[src/rtl/core/sccpad_pkg.sv]
`timescale 1ns / 1ps
`default_nettype none
// ----------------------------------------------------------------------------
// SCCP address decoder package
// Shared types and constants for the SCCP party address decoder: register
// map, queue command format, result format and status codes.
// ----------------------------------------------------------------------------
package sccpad_pkg;

	// Configuration port geometry.
	localparam int PADDR_W = 4;
	localparam int PDATA_W = 32;

	// Register indexes (byte address is four times the index).
	localparam logic [1:0] REG_SSN_BEFORE_PC = 2'd0;
	localparam logic [1:0] REG_PC_BYTES      = 2'd1;
	localparam logic [1:0] REG_MAX_GT_LENGTH = 2'd2;

	// Register reset values.
	localparam logic       CFG_SSN_BEFORE_PC_RST = 1'b0;
	localparam logic [1:0] CFG_PC_BYTES_RST      = 2'd2;
	localparam logic [7:0] CFG_MAX_GT_LENGTH_RST = 8'd32;

	// Smallest point code size that is honored.
	localparam logic [1:0] PC_BYTES_MIN = 2'd2;

	// Default depth of the command queue between front and back.
	localparam int QUEUE_DEPTH_DEF = 4;

	typedef struct packed {
		logic       ssn_before_pc;
		logic [1:0] pc_bytes;
		logic [7:0] max_gt_length;
	} cfg_t;

	// What the back end does with one word.
	typedef enum logic [2:0] {
		OP_NONE,
		OP_START,
		OP_ERR,
		OP_PC,
		OP_SSN,
		OP_GT
	} op_t;

	typedef enum logic [2:0] {
		ST_OK       = 3'd0,
		ST_SHORT    = 3'd1,
		ST_NO_SSN   = 3'd2,
		ST_EMPTY_GT = 3'd3,
		ST_GT_LONG  = 3'd4
	} status_t;

	typedef struct packed {
		op_t        op;
		logic [7:0] data;
		logic [1:0] pc_idx;
		logic       last;
		status_t    status;
		logic [7:0] ind;
		logic [7:0] gt_len;
	} cmd_t;

	typedef struct packed {
		logic        gt_valid;
		logic [7:0]  gt_byte;
		logic        done_res;
		status_t     status;
		logic        pc_present;
		logic [23:0] point_code;
		logic        ssn_present;
		logic [7:0]  subsystem;
		logic [3:0]  gt_indicator;
		logic        ssn_routing;
		logic        national;
		logic [7:0]  gt_length;
	} result_t;

endpackage
`default_nettype wire

[src/rtl/core/sccp_address_decoder.sv]
`timescale 1ns / 1ps
`default_nettype none
// ----------------------------------------------------------------------------
// SCCP party address decoder
// Parses an SCCP party address one byte per word and reports the global
// title bytes and a summary of the address.
// ----------------------------------------------------------------------------
// The block takes one address byte per clock while the queue is not full,
// and gives exactly one result word per byte, in order. A byte is classified
// in the cycle it is accepted and enters the command queue at that edge;
// when nothing waits ahead of it and no stall holds the output register,
// its result word is loaded into the output register at the next edge.
// Sustained throughput is one byte per cycle when the output is not stalled.
// The queue of QUEUE_DEPTH words between the classifier and the result
// stage, with the output register, absorbs output stalls; the input stalls
// only when the queue is full. The last byte of an address gives done_res and
// the summary fields; an indicator failing a check gives done_res and status.
module sccp_address_decoder #(
	parameter int QUEUE_DEPTH = sccpad_pkg::QUEUE_DEPTH_DEF
) (
	input  wire                            clk,
	input  wire                            arst_n,
	// Configuration port.
	input  wire                            psel,
	input  wire                            penable,
	input  wire                            pwrite,
	input  wire  [sccpad_pkg::PADDR_W-1:0] paddr,
	input  wire  [sccpad_pkg::PDATA_W-1:0] pwdata,
	output logic [sccpad_pkg::PDATA_W-1:0] prdata,
	output logic                           pready,
	// Input channel.
	input  wire                            in_valid,
	output logic                           in_stall,
	input  wire  [7:0]                     data_byte,
	input  wire                            first,
	// Output channel.
	output logic                           out_valid,
	input  wire                            out_stall,
	output logic                           gt_valid,
	output logic [7:0]                     gt_byte,
	output logic                           done_res,
	output logic [2:0]                     status,
	output logic                           pc_present,
	output logic [23:0]                    point_code,
	output logic                           ssn_present,
	output logic [7:0]                     subsystem,
	output logic [3:0]                     gt_indicator,
	output logic                           ssn_routing,
	output logic                           national,
	output logic [7:0]                     gt_length
);
	import sccpad_pkg::*;

	cfg_t       cfg_q;
	logic [1:0] reg_idx;
	logic       cfg_wr;

	cmd_t    front_cmd;
	cmd_t    back_cmd;
	logic    push;
	logic    pop;
	logic    q_full;
	logic    q_empty;
	result_t res;

	// Configuration registers.
	assign pready  = 1'b1;
	assign reg_idx = paddr[3:2];
	assign cfg_wr  = psel && penable && pwrite && pready;

	always_ff @(posedge clk or negedge arst_n) begin
		if (!arst_n) begin
			cfg_q.ssn_before_pc <= CFG_SSN_BEFORE_PC_RST;
			cfg_q.pc_bytes      <= CFG_PC_BYTES_RST;
			cfg_q.max_gt_length <= CFG_MAX_GT_LENGTH_RST;
		end else if (cfg_wr) begin
			unique case (reg_idx)
				REG_SSN_BEFORE_PC: cfg_q.ssn_before_pc <= pwdata[0];
				REG_PC_BYTES:      cfg_q.pc_bytes      <= pwdata[1:0];
				REG_MAX_GT_LENGTH: cfg_q.max_gt_length <= pwdata[7:0];
				default: begin
				end
			endcase
		end
	end

	// Register readback.
	always_comb begin
		prdata = '0;
		unique case (reg_idx)
			REG_SSN_BEFORE_PC: prdata = {{(PDATA_W-1){1'b0}}, cfg_q.ssn_before_pc};
			REG_PC_BYTES:      prdata = {{(PDATA_W-2){1'b0}}, cfg_q.pc_bytes};
			REG_MAX_GT_LENGTH: prdata = {{(PDATA_W-8){1'b0}}, cfg_q.max_gt_length};
			default:           prdata = '0;
		endcase
	end

	// Input handshake.
	assign in_stall = q_full;
	assign push     = in_valid && !q_full;

	sccpad_front u_front (
		.clk       (clk),
		.arst_n    (arst_n),
		.cfg       (cfg_q),
		.data_byte (data_byte),
		.first     (first),
		.push      (push),
		.cmd       (front_cmd)
	);

	sccpad_queue #(
		.DEPTH (QUEUE_DEPTH)
	) u_queue (
		.clk    (clk),
		.arst_n (arst_n),
		.push   (push),
		.wr_cmd (front_cmd),
		.pop    (pop),
		.rd_cmd (back_cmd),
		.full   (q_full),
		.empty  (q_empty)
	);

	sccpad_back u_back (
		.clk       (clk),
		.arst_n    (arst_n),
		.cmd       (back_cmd),
		.q_empty   (q_empty),
		.pop       (pop),
		.out_stall (out_stall),
		.out_valid (out_valid),
		.res       (res)
	);

	// Result fields.
	assign gt_valid     = res.gt_valid;
	assign gt_byte      = res.gt_byte;
	assign done_res     = res.done_res;
	assign status       = res.status;
	assign pc_present   = res.pc_present;
	assign point_code   = res.point_code;
	assign ssn_present  = res.ssn_present;
	assign subsystem    = res.subsystem;
	assign gt_indicator = res.gt_indicator;
	assign ssn_routing  = res.ssn_routing;
	assign national     = res.national;
	assign gt_length    = res.gt_length;

endmodule
`default_nettype wire

[src/rtl/core/sccpad_front.sv]
`timescale 1ns / 1ps
`default_nettype none
// ----------------------------------------------------------------------------
// SCCP address decoder front end
// Tracks the position inside the current address, checks the address
// indicator and turns every accepted byte into one command for the back end.
// ----------------------------------------------------------------------------
module sccpad_front (
	input  wire                clk,
	input  wire                arst_n,
	input  sccpad_pkg::cfg_t   cfg,
	input  wire  [7:0]         data_byte,
	input  wire                first,
	input  wire                push,
	output sccpad_pkg::cmd_t   cmd
);
	import sccpad_pkg::*;

	logic [7:0] pos_q;
	logic [7:0] len_q;
	logic [7:0] ind_q;
	logic [7:0] gt_len_q;
	logic       skip_q;

	logic [1:0] pcb;
	logic [2:0] ml;
	logic [7:0] gl;
	logic [3:0] gti;
	logic [7:0] gt_len_ind;
	status_t    ind_status;
	logic       sbp_ssn;
	logic [7:0] k0;
	logic [7:0] k1;
	logic [7:0] k2;

	// Point code size, with small values raised to the minimum.
	assign pcb = (cfg.pc_bytes < PC_BYTES_MIN) ? PC_BYTES_MIN : cfg.pc_bytes;

	// Indicator checks, evaluated on the incoming byte.
	assign gti = data_byte[5:2];
	assign ml  = 3'd1 + (data_byte[0] ? {1'b0, pcb} : 3'd0) + {2'b00, data_byte[1]};
	assign gl  = len_q - {5'b00000, ml};
	assign gt_len_ind = (gti != 4'd0) ? gl : 8'd0;

	always_comb begin
		ind_status = ST_OK;
		if ({5'b00000, ml} > len_q) begin
			ind_status = ST_SHORT;
		end else if (data_byte[6] && !data_byte[1]) begin
			ind_status = ST_NO_SSN;
		end else if (gti != 4'd0) begin
			if (gl == 8'd0) begin
				ind_status = ST_EMPTY_GT;
			end else if (gl >= cfg.max_gt_length) begin
				ind_status = ST_GT_LONG;
			end
		end
	end

	// Offsets into the optional fields, in the configured order.
	assign sbp_ssn = cfg.ssn_before_pc && ind_q[1];
	assign k0 = pos_q - 8'd2;
	assign k1 = sbp_ssn ? (k0 - 8'd1) : k0;
	assign k2 = ind_q[0] ? (k1 - {6'b000000, pcb}) : k1;

	// Classify the byte into a command.
	always_comb begin
		cmd        = '0;
		cmd.op     = OP_NONE;
		cmd.status = ST_OK;
		cmd.data   = data_byte;
		cmd.ind    = ind_q;
		cmd.gt_len = gt_len_q;
		if (first) begin
			cmd.op = OP_START;
		end else if (skip_q) begin
			cmd.op = OP_NONE;
		end else if (pos_q <= 8'd1) begin
			cmd.ind    = data_byte;
			cmd.gt_len = gt_len_ind;
			if (ind_status != ST_OK) begin
				cmd.op     = OP_ERR;
				cmd.status = ind_status;
			end else begin
				cmd.last = (len_q <= 8'd1);
			end
		end else begin
			cmd.last = (pos_q >= len_q);
			if (sbp_ssn && k0 == 8'd0) begin
				cmd.op = OP_SSN;
			end else if (ind_q[0] && k1 < {6'b000000, pcb}) begin
				cmd.op     = OP_PC;
				cmd.pc_idx = k1[1:0];
			end else if (!cfg.ssn_before_pc && ind_q[1] && k2 == 8'd0) begin
				cmd.op = OP_SSN;
			end else if (ind_q[5:2] != 4'd0) begin
				cmd.op = OP_GT;
			end
		end
	end

	// Address position state.
	always_ff @(posedge clk or negedge arst_n) begin
		if (!arst_n) begin
			pos_q    <= '0;
			len_q    <= '0;
			ind_q    <= '0;
			gt_len_q <= '0;
			skip_q   <= 1'b1;
		end else if (push) begin
			if (first) begin
				len_q  <= data_byte;
				pos_q  <= 8'd1;
				ind_q  <= '0;
				skip_q <= 1'b0;
			end else if (!skip_q) begin
				if (pos_q <= 8'd1) begin
					ind_q    <= data_byte;
					gt_len_q <= gt_len_ind;
					if (ind_status != ST_OK || len_q <= 8'd1) begin
						skip_q <= 1'b1;
					end else begin
						pos_q <= 8'd2;
					end
				end else if (pos_q >= len_q) begin
					skip_q <= 1'b1;
				end else begin
					pos_q <= pos_q + 8'd1;
				end
			end
		end
	end

endmodule
`default_nettype wire

[src/rtl/core/sccpad_queue.sv]
`timescale 1ns / 1ps
`default_nettype none
// ----------------------------------------------------------------------------
// SCCP address decoder command queue
// A small first-in first-out queue of commands between the front end and
// the back end, so that each side can stall on its own.
// ----------------------------------------------------------------------------
module sccpad_queue #(
	parameter int DEPTH = sccpad_pkg::QUEUE_DEPTH_DEF
) (
	input  wire                clk,
	input  wire                arst_n,
	input  wire                push,
	input  sccpad_pkg::cmd_t   wr_cmd,
	input  wire                pop,
	output sccpad_pkg::cmd_t   rd_cmd,
	output logic               full,
	output logic               empty
);
	import sccpad_pkg::*;

	localparam int PTR_W = (DEPTH > 1) ? $clog2(DEPTH) : 1;
	localparam int CNT_W = $clog2(DEPTH + 1);
	localparam logic [PTR_W-1:0] LAST_PTR = PTR_W'(DEPTH - 1);
	localparam logic [CNT_W-1:0] FULL_CNT = CNT_W'(DEPTH);

	cmd_t             mem_q [DEPTH];
	logic [PTR_W-1:0] wr_ptr_q;
	logic [PTR_W-1:0] rd_ptr_q;
	logic [CNT_W-1:0] count_q;

	assign full   = (count_q == FULL_CNT);
	assign empty  = (count_q == '0);
	assign rd_cmd = mem_q[rd_ptr_q];

	// Storage.
	always_ff @(posedge clk) begin
		if (push) begin
			mem_q[wr_ptr_q] <= wr_cmd;
		end
	end

	// Pointers and fill count.
	always_ff @(posedge clk or negedge arst_n) begin
		if (!arst_n) begin
			wr_ptr_q <= '0;
			rd_ptr_q <= '0;
			count_q  <= '0;
		end else begin
			if (push) begin
				wr_ptr_q <= (wr_ptr_q == LAST_PTR) ? '0 : wr_ptr_q + 1'b1;
			end
			if (pop) begin
				rd_ptr_q <= (rd_ptr_q == LAST_PTR) ? '0 : rd_ptr_q + 1'b1;
			end
			if (push && !pop) begin
				count_q <= count_q + 1'b1;
			end else if (pop && !push) begin
				count_q <= count_q - 1'b1;
			end
		end
	end

endmodule
`default_nettype wire

[src/rtl/core/sccpad_back.sv]
`timescale 1ns / 1ps
`default_nettype none
// ----------------------------------------------------------------------------
// SCCP address decoder back end
// Carries out queued commands: collects the point code and subsystem,
// passes global title bytes and builds the result in the output register.
// ----------------------------------------------------------------------------
module sccpad_back (
	input  wire                 clk,
	input  wire                 arst_n,
	input  sccpad_pkg::cmd_t    cmd,
	input  wire                 q_empty,
	output logic                pop,
	input  wire                 out_stall,
	output logic                out_valid,
	output sccpad_pkg::result_t res
);
	import sccpad_pkg::*;

	logic [23:0] pc_acc_q;
	logic [7:0]  ssn_q;
	logic        out_valid_q;
	result_t     res_q;

	logic [23:0] pc_acc_nx;
	logic [7:0]  ssn_nx;
	result_t     res_nx;

	assign pop       = !q_empty && (!out_valid_q || !out_stall);
	assign out_valid = out_valid_q;
	assign res       = res_q;

	// Next values of the collected fields.
	always_comb begin
		pc_acc_nx = pc_acc_q;
		ssn_nx    = ssn_q;
		case (cmd.op)
			OP_START: begin
				pc_acc_nx = '0;
				ssn_nx    = '0;
			end
			OP_PC: begin
				pc_acc_nx = pc_acc_q | ({16'h0000, cmd.data} << {cmd.pc_idx, 3'b000});
			end
			OP_SSN: begin
				ssn_nx = cmd.data;
			end
			default: begin
			end
		endcase
	end

	// Result word for this command.
	always_comb begin
		res_nx        = '0;
		res_nx.status = ST_OK;
		if (cmd.op == OP_ERR) begin
			res_nx.done_res = 1'b1;
			res_nx.status   = cmd.status;
		end
		if (cmd.op == OP_GT) begin
			res_nx.gt_valid = 1'b1;
			res_nx.gt_byte  = cmd.data;
		end
		if (cmd.last) begin
			res_nx.done_res     = 1'b1;
			res_nx.pc_present   = cmd.ind[0];
			res_nx.point_code   = cmd.ind[0] ? pc_acc_nx : 24'h000000;
			res_nx.ssn_present  = cmd.ind[1];
			res_nx.subsystem    = cmd.ind[1] ? ssn_nx : 8'h00;
			res_nx.gt_indicator = cmd.ind[5:2];
			res_nx.ssn_routing  = cmd.ind[6];
			res_nx.national     = cmd.ind[7];
			res_nx.gt_length    = cmd.gt_len;
		end
	end

	// Collected fields and output register.
	always_ff @(posedge clk or negedge arst_n) begin
		if (!arst_n) begin
			pc_acc_q    <= '0;
			ssn_q       <= '0;
			out_valid_q <= 1'b0;
		end else begin
			if (pop) begin
				pc_acc_q    <= pc_acc_nx;
				ssn_q       <= ssn_nx;
				out_valid_q <= 1'b1;
			end else if (!out_stall) begin
				out_valid_q <= 1'b0;
			end
		end
	end

	always_ff @(posedge clk) begin
		if (pop) begin
			res_q <= res_nx;
		end
	end

endmodule
`default_nettype wire

[config.mk]
export PLATFORM = sky130hd
export DESIGN_NAME = sccp_address_decoder
export DESIGN_NICKNAME = d
export VERILOG_FILES = /design/src/rtl/core/sccpad_pkg.sv /design/src/rtl/core/sccp_address_decoder.sv /design/src/rtl/core/sccpad_front.sv /design/src/rtl/core/sccpad_queue.sv /design/src/rtl/core/sccpad_back.sv
export SDC_FILE = /design/constraint.sdc
export NUM_CORES = 1
export LEC_CHECK = 0
export ABC_AREA = 1
export CORE_MARGIN = 4
export CORE_UTILIZATION = 35
export CTS_BUF_LIST = sky130_fd_sc_hd__clkbuf_8
export DETAILED_ROUTE_END_ITERATION = 8
export DONT_BUFFER_PORTS = 1
export GPL_TIMING_DRIVEN = 0
export PLACE_DENSITY_LB_ADDON = 0.1
export SYNTH_ARGS = -nofsm -noshare
export SYNTH_HDL_FRONTEND = slang
export SYNTH_SLANG_ARGS = --single-unit
[constraint.sdc]
create_clock -name clk -period 5.8 [get_ports clk]
set_clock_uncertainty 0.1 [all_clocks]
set_input_delay 0.87 -clock clk [delete_from_list [all_inputs] [get_ports clk]]
set_output_delay 0.87 -clock clk [all_outputs]
set_load 0.03 [all_outputs]
==> results.json <==
{
  "status": "finished, final reports clean",
  "synth_top_area_cell": "edfxtp_1",
  "numPortBuffers": 0,
  "synth.top_cell.area_share": 0.446,
  "drt-initial-drc-count": 486,
  "clock_tree.root_cell": "clkbuf_8",
  "min_period_ps": 4240,
  "hold_violations": 0,
  "drc": 0,
  "worst_setup_path_start_kind": "register",
  "cp_common_cell": "nand2_1",
  "switching_share": 0.440,
  "vias": 8954,
  "power.leakage_nw": 6.15,
  "wl_met3_mm": 1.34,
  "rsz0062_at_grt": "false",
  "vdd_ir_drop_max_mv": 0.189,
  "ys_types": 45,
  "core-area_sq_mm": 0.0366,
  "power.density_mw_per_mm2": 566,
  "post_synth.cell_area_avg_sq_um": 9.97,
  "worstSetupEndpoint": "u_queue.mem_q[1][19]",
  "yosysMostFrequentCell": "nand2_1",
  "via_per_inst": 4.74,
  "critPathTopFamily": "adder cells",
  "r2r-end": "u_queue.mem_q[1][19]",
  "post-cts-setup-buffers": 0,
  "synth_commonest_cells": "nand2_1 (220), edfxtp_1 (193), nor2_1 (167)",
  "finalSetupViolations": 0,
  "wirelength_mm": 33.4,
  "tightest_slew_ps": 1070,
  "cts_buffer_depth": 3,
  "combinationalPowerShare": 0.366,
  "cpPeakStageDelay_ps": 550,
  "grt_usage": 0.165,
  "wl_met2_mm": 15.9,
  "synthCells": 1302,
  "ys_seq_area_frac": 0.609,
  "netlist_area_sq_mm": 0.0130,
  "r2r-start": "cfg_q[9]",
  "topRoutingLayerUsed": "met4",
  "clock-sinks": 277,
  "pin_count": 148,
  "slew_headroom": 0.282,
  "path_buf_inv": 4,
  "worstHoldPathType": "in -> async",
  "cp_max_fo": 6,
  "cp.arrival_ps": 4510,
  "antenna_cells": 0,
  "r2r_cells": 23,
  "synthArstFlopShare": 0.303,
  "ys_warn_count": 0,
  "place_hpwl_mm": 23.3,
  "grt_pass1_wl_mm": 52.5,
  "fin_tns_setup_ps": 0,
  "numCtsBuffers": 49,
  "antenna_found_initial": 0,
  "cp-end-kind": "register",
  "syn2layout_area_growth_pct": 13.3,
  "timing.final.crit_share": 0.731,
  "grt_overflow": 0,
  "wl_met1_mm": 15.3,
  "synth_area_leaders": "edfxtp_1 (45%), dfrtp_1 (16%), nand2_1 (6.4%)",
  "report.power.total_w": 0.00833,
  "grt_pass1_vias": 8952,
  "startpoint": "cfg_q[9]",
  "seq_power_share": 0.437,
  "fmax_mhz": 236,
  "h-tree-depth": 2,
  "cp.depth": 23,
  "clk_latency_ps": 600,
  "cp_slowest_cell": "dfstp_2",
  "whs_ps": 61.9,
  "die_w_um": 201,
  "p_int_w": 0.00466,
  "synthFlopType": "edfxtp_1",
  "post_drt_wl_per_cell_um": 17.7,
  "drive_above_1_share": 0.114,
  "synth_edf_count": 193,
  "final-max-slew-violation-count": 0,
  "fp-row-count": 70,
  "start_util": 0.355,
  "p_switching_w": 0.00366,
  "crit_chain": "nand2_1 -> inv_1 -> nand2_1 -> ha_1 -> inv_1 -> ha_1 -> fa_1 -> inv_1 -> nand2_1 -> nand3_1 -> nand2_1 -> nand2_1 -> inv_1 -> ha_1 -> nand2_1 -> nor2_1 -> nor2_1 -> nand2_1 -> a211oi_1 -> nor2_2 -> nor2_4 -> nand3b_1 -> a21oi_1",
  "drt_first_pass_iters": 5,
  "crit_required_ps": 6070,
  "cts_tree": "yes",
  "die_y_um": 201,
  "cap_viol_max_count": 0,
  "reg2reg_slack_ps": 1560,
  "criticalPathCategory": "reg -> reg",
  "drtAntennaViolNets": 0,
  "dieArea_sq_mm": 0.0402,
  "cts.reportedPaths.clkPinSlew_ps": 60,
  "finalWeightedCongestion": 0.765,
  "yosys_register_bits": 277,
  "power.clock.fraction": 0.197,
  "fin_nets": 1474,
  "grt_max_degree": 85
}
[registers in the layout (all words and copies together) (netlist names)]
name / flops
u_front.pos_q: 8
u_queue.rd_ptr_q: 2
cfg_q: 11
u_front.gt_len_q: 8
u_front.len_q: 8
u_queue.wr_ptr_q: 2
u_back.ssn_q: 8
u_queue.mem_q: 132
u_queue.count_q: 3
u_front.skip_q: 1
u_back.out_valid: 1
u_back.pc_acc_q: 24
u_back.res: 61
u_front.ind_q: 8
[cell families (layout without fill, tap and decap cells)]
group,Yosys count,after routing,share of synthesized area
AOI/OAI and AO/OA,250,250,0.106
xor gates and xnor gates,13,13,0.00877
adders and majority gates,40,40,0.0397
buffers and inverters,236,332,0.0776
DFF,277,277,0.609
muxes,1,1,0.000867
other,2,25,0.000578
and+or+nand+nor,483,483,0.158
[power by group through the flow]
stage / clock [W] / sequential, W / combinational, W
after floorplan: 0 / 0.00362 / 0.00207
after global placement: 0 / 0.00373 / 0.00298
after detailed placement: 0 / 0.00369 / 0.00309
after CTS: 0.00172 / 0.00366 / 0.00311
after global routing: 0.00181 / 0.00370 / 0.00349
final: 0.00164 / 0.00364 / 0.00304
[cell type report]
cell class | count | area [sq um]
Multi-Input combinational cell | 812 | 4190
Sequential cell | 277 | 7900
Fill cell | 3633 | 21900
Buffer | 66 | 373
Tap cell | 468 | 586
Inverter | 170 | 638
Timing Repair Buffer | 6 | 143
Clock buffer | 53 | 729
Clock inverter | 37 | 155
[worst reg2reg max path, stage by stage, from the launching register on]
cell and delay (ps):
dfstp_2 550, nand2_1 50, inv_1 120, nand2_1 70, ha_1 270, inv_1 40, ha_1 220, fa_1 400
inv_1 60, nand2_1 110, nand3_1 120, nand2_1 60, nand2_1 120, inv_1 90, ha_1 290, nand2_1 60
nor2_1 40, nor2_1 80, nand2_1 50, a211oi_1 410, nor2_2 110, nor2_4 180, nand3b_1 90, a21oi_1 320
[layer usage]
metal / global-route usage / vias to the layer above
li1: - / 4483
met1: 0.219 / 4253
met2: 0.270 / 167
met3: 0.0338 / 51
met4: 0.0610 / 0
met5: 0 / -
[worst min-delay path by stage]
stage,end,slack [ps],cells after the start
3_3_place_gp,u_front.gt_len_q[1],370,2
2_1_floorplan,cfg_q[1],350,2
5_1_grt,u_back.pc_acc_q[10],80,1
3_5_place_dp,u_front.gt_len_q[1],370,2
4_1_cts,u_back.ssn_q[7],60,1
6_report,u_back.pc_acc_q[10],60,1
[cells in the final DEF (no fill, tap or decap), types with 10 or more instances in the layout]
cell type,n
a21oi_1,49
buf_2,13
buf_4,28
clkbuf_1,22
clkbuf_8,53
conb_1,25
dfrtp_1,81
edfxtp_1,193
ha_1,38
inv_1,187
inv_2,10
nand2_1,220
nand3_1,40
nor2_1,163
nor3_1,12
o21ai_0,121
o21ai_1,34
o22ai_1,32
[per-stage QoR]
step                cell area [sq um]  cells  setup slack (ps)  utilization
floorplan                       13100   1325              2020            -
global placement                13700   1793               818        0.373
detailed placement              13800   1798              1350        0.377
CTS                             14700   1889              1440        0.402
global route                    14700   1889              1090        0.402
finish                          14700   1889              1560        0.402
[timing repair]
action / CTS / global route
resized for setup: 0 / 0
hold endpoints to repair: 84 / 0
hold buffers: 1 / 0
Power figures use the tool's default switching activity.
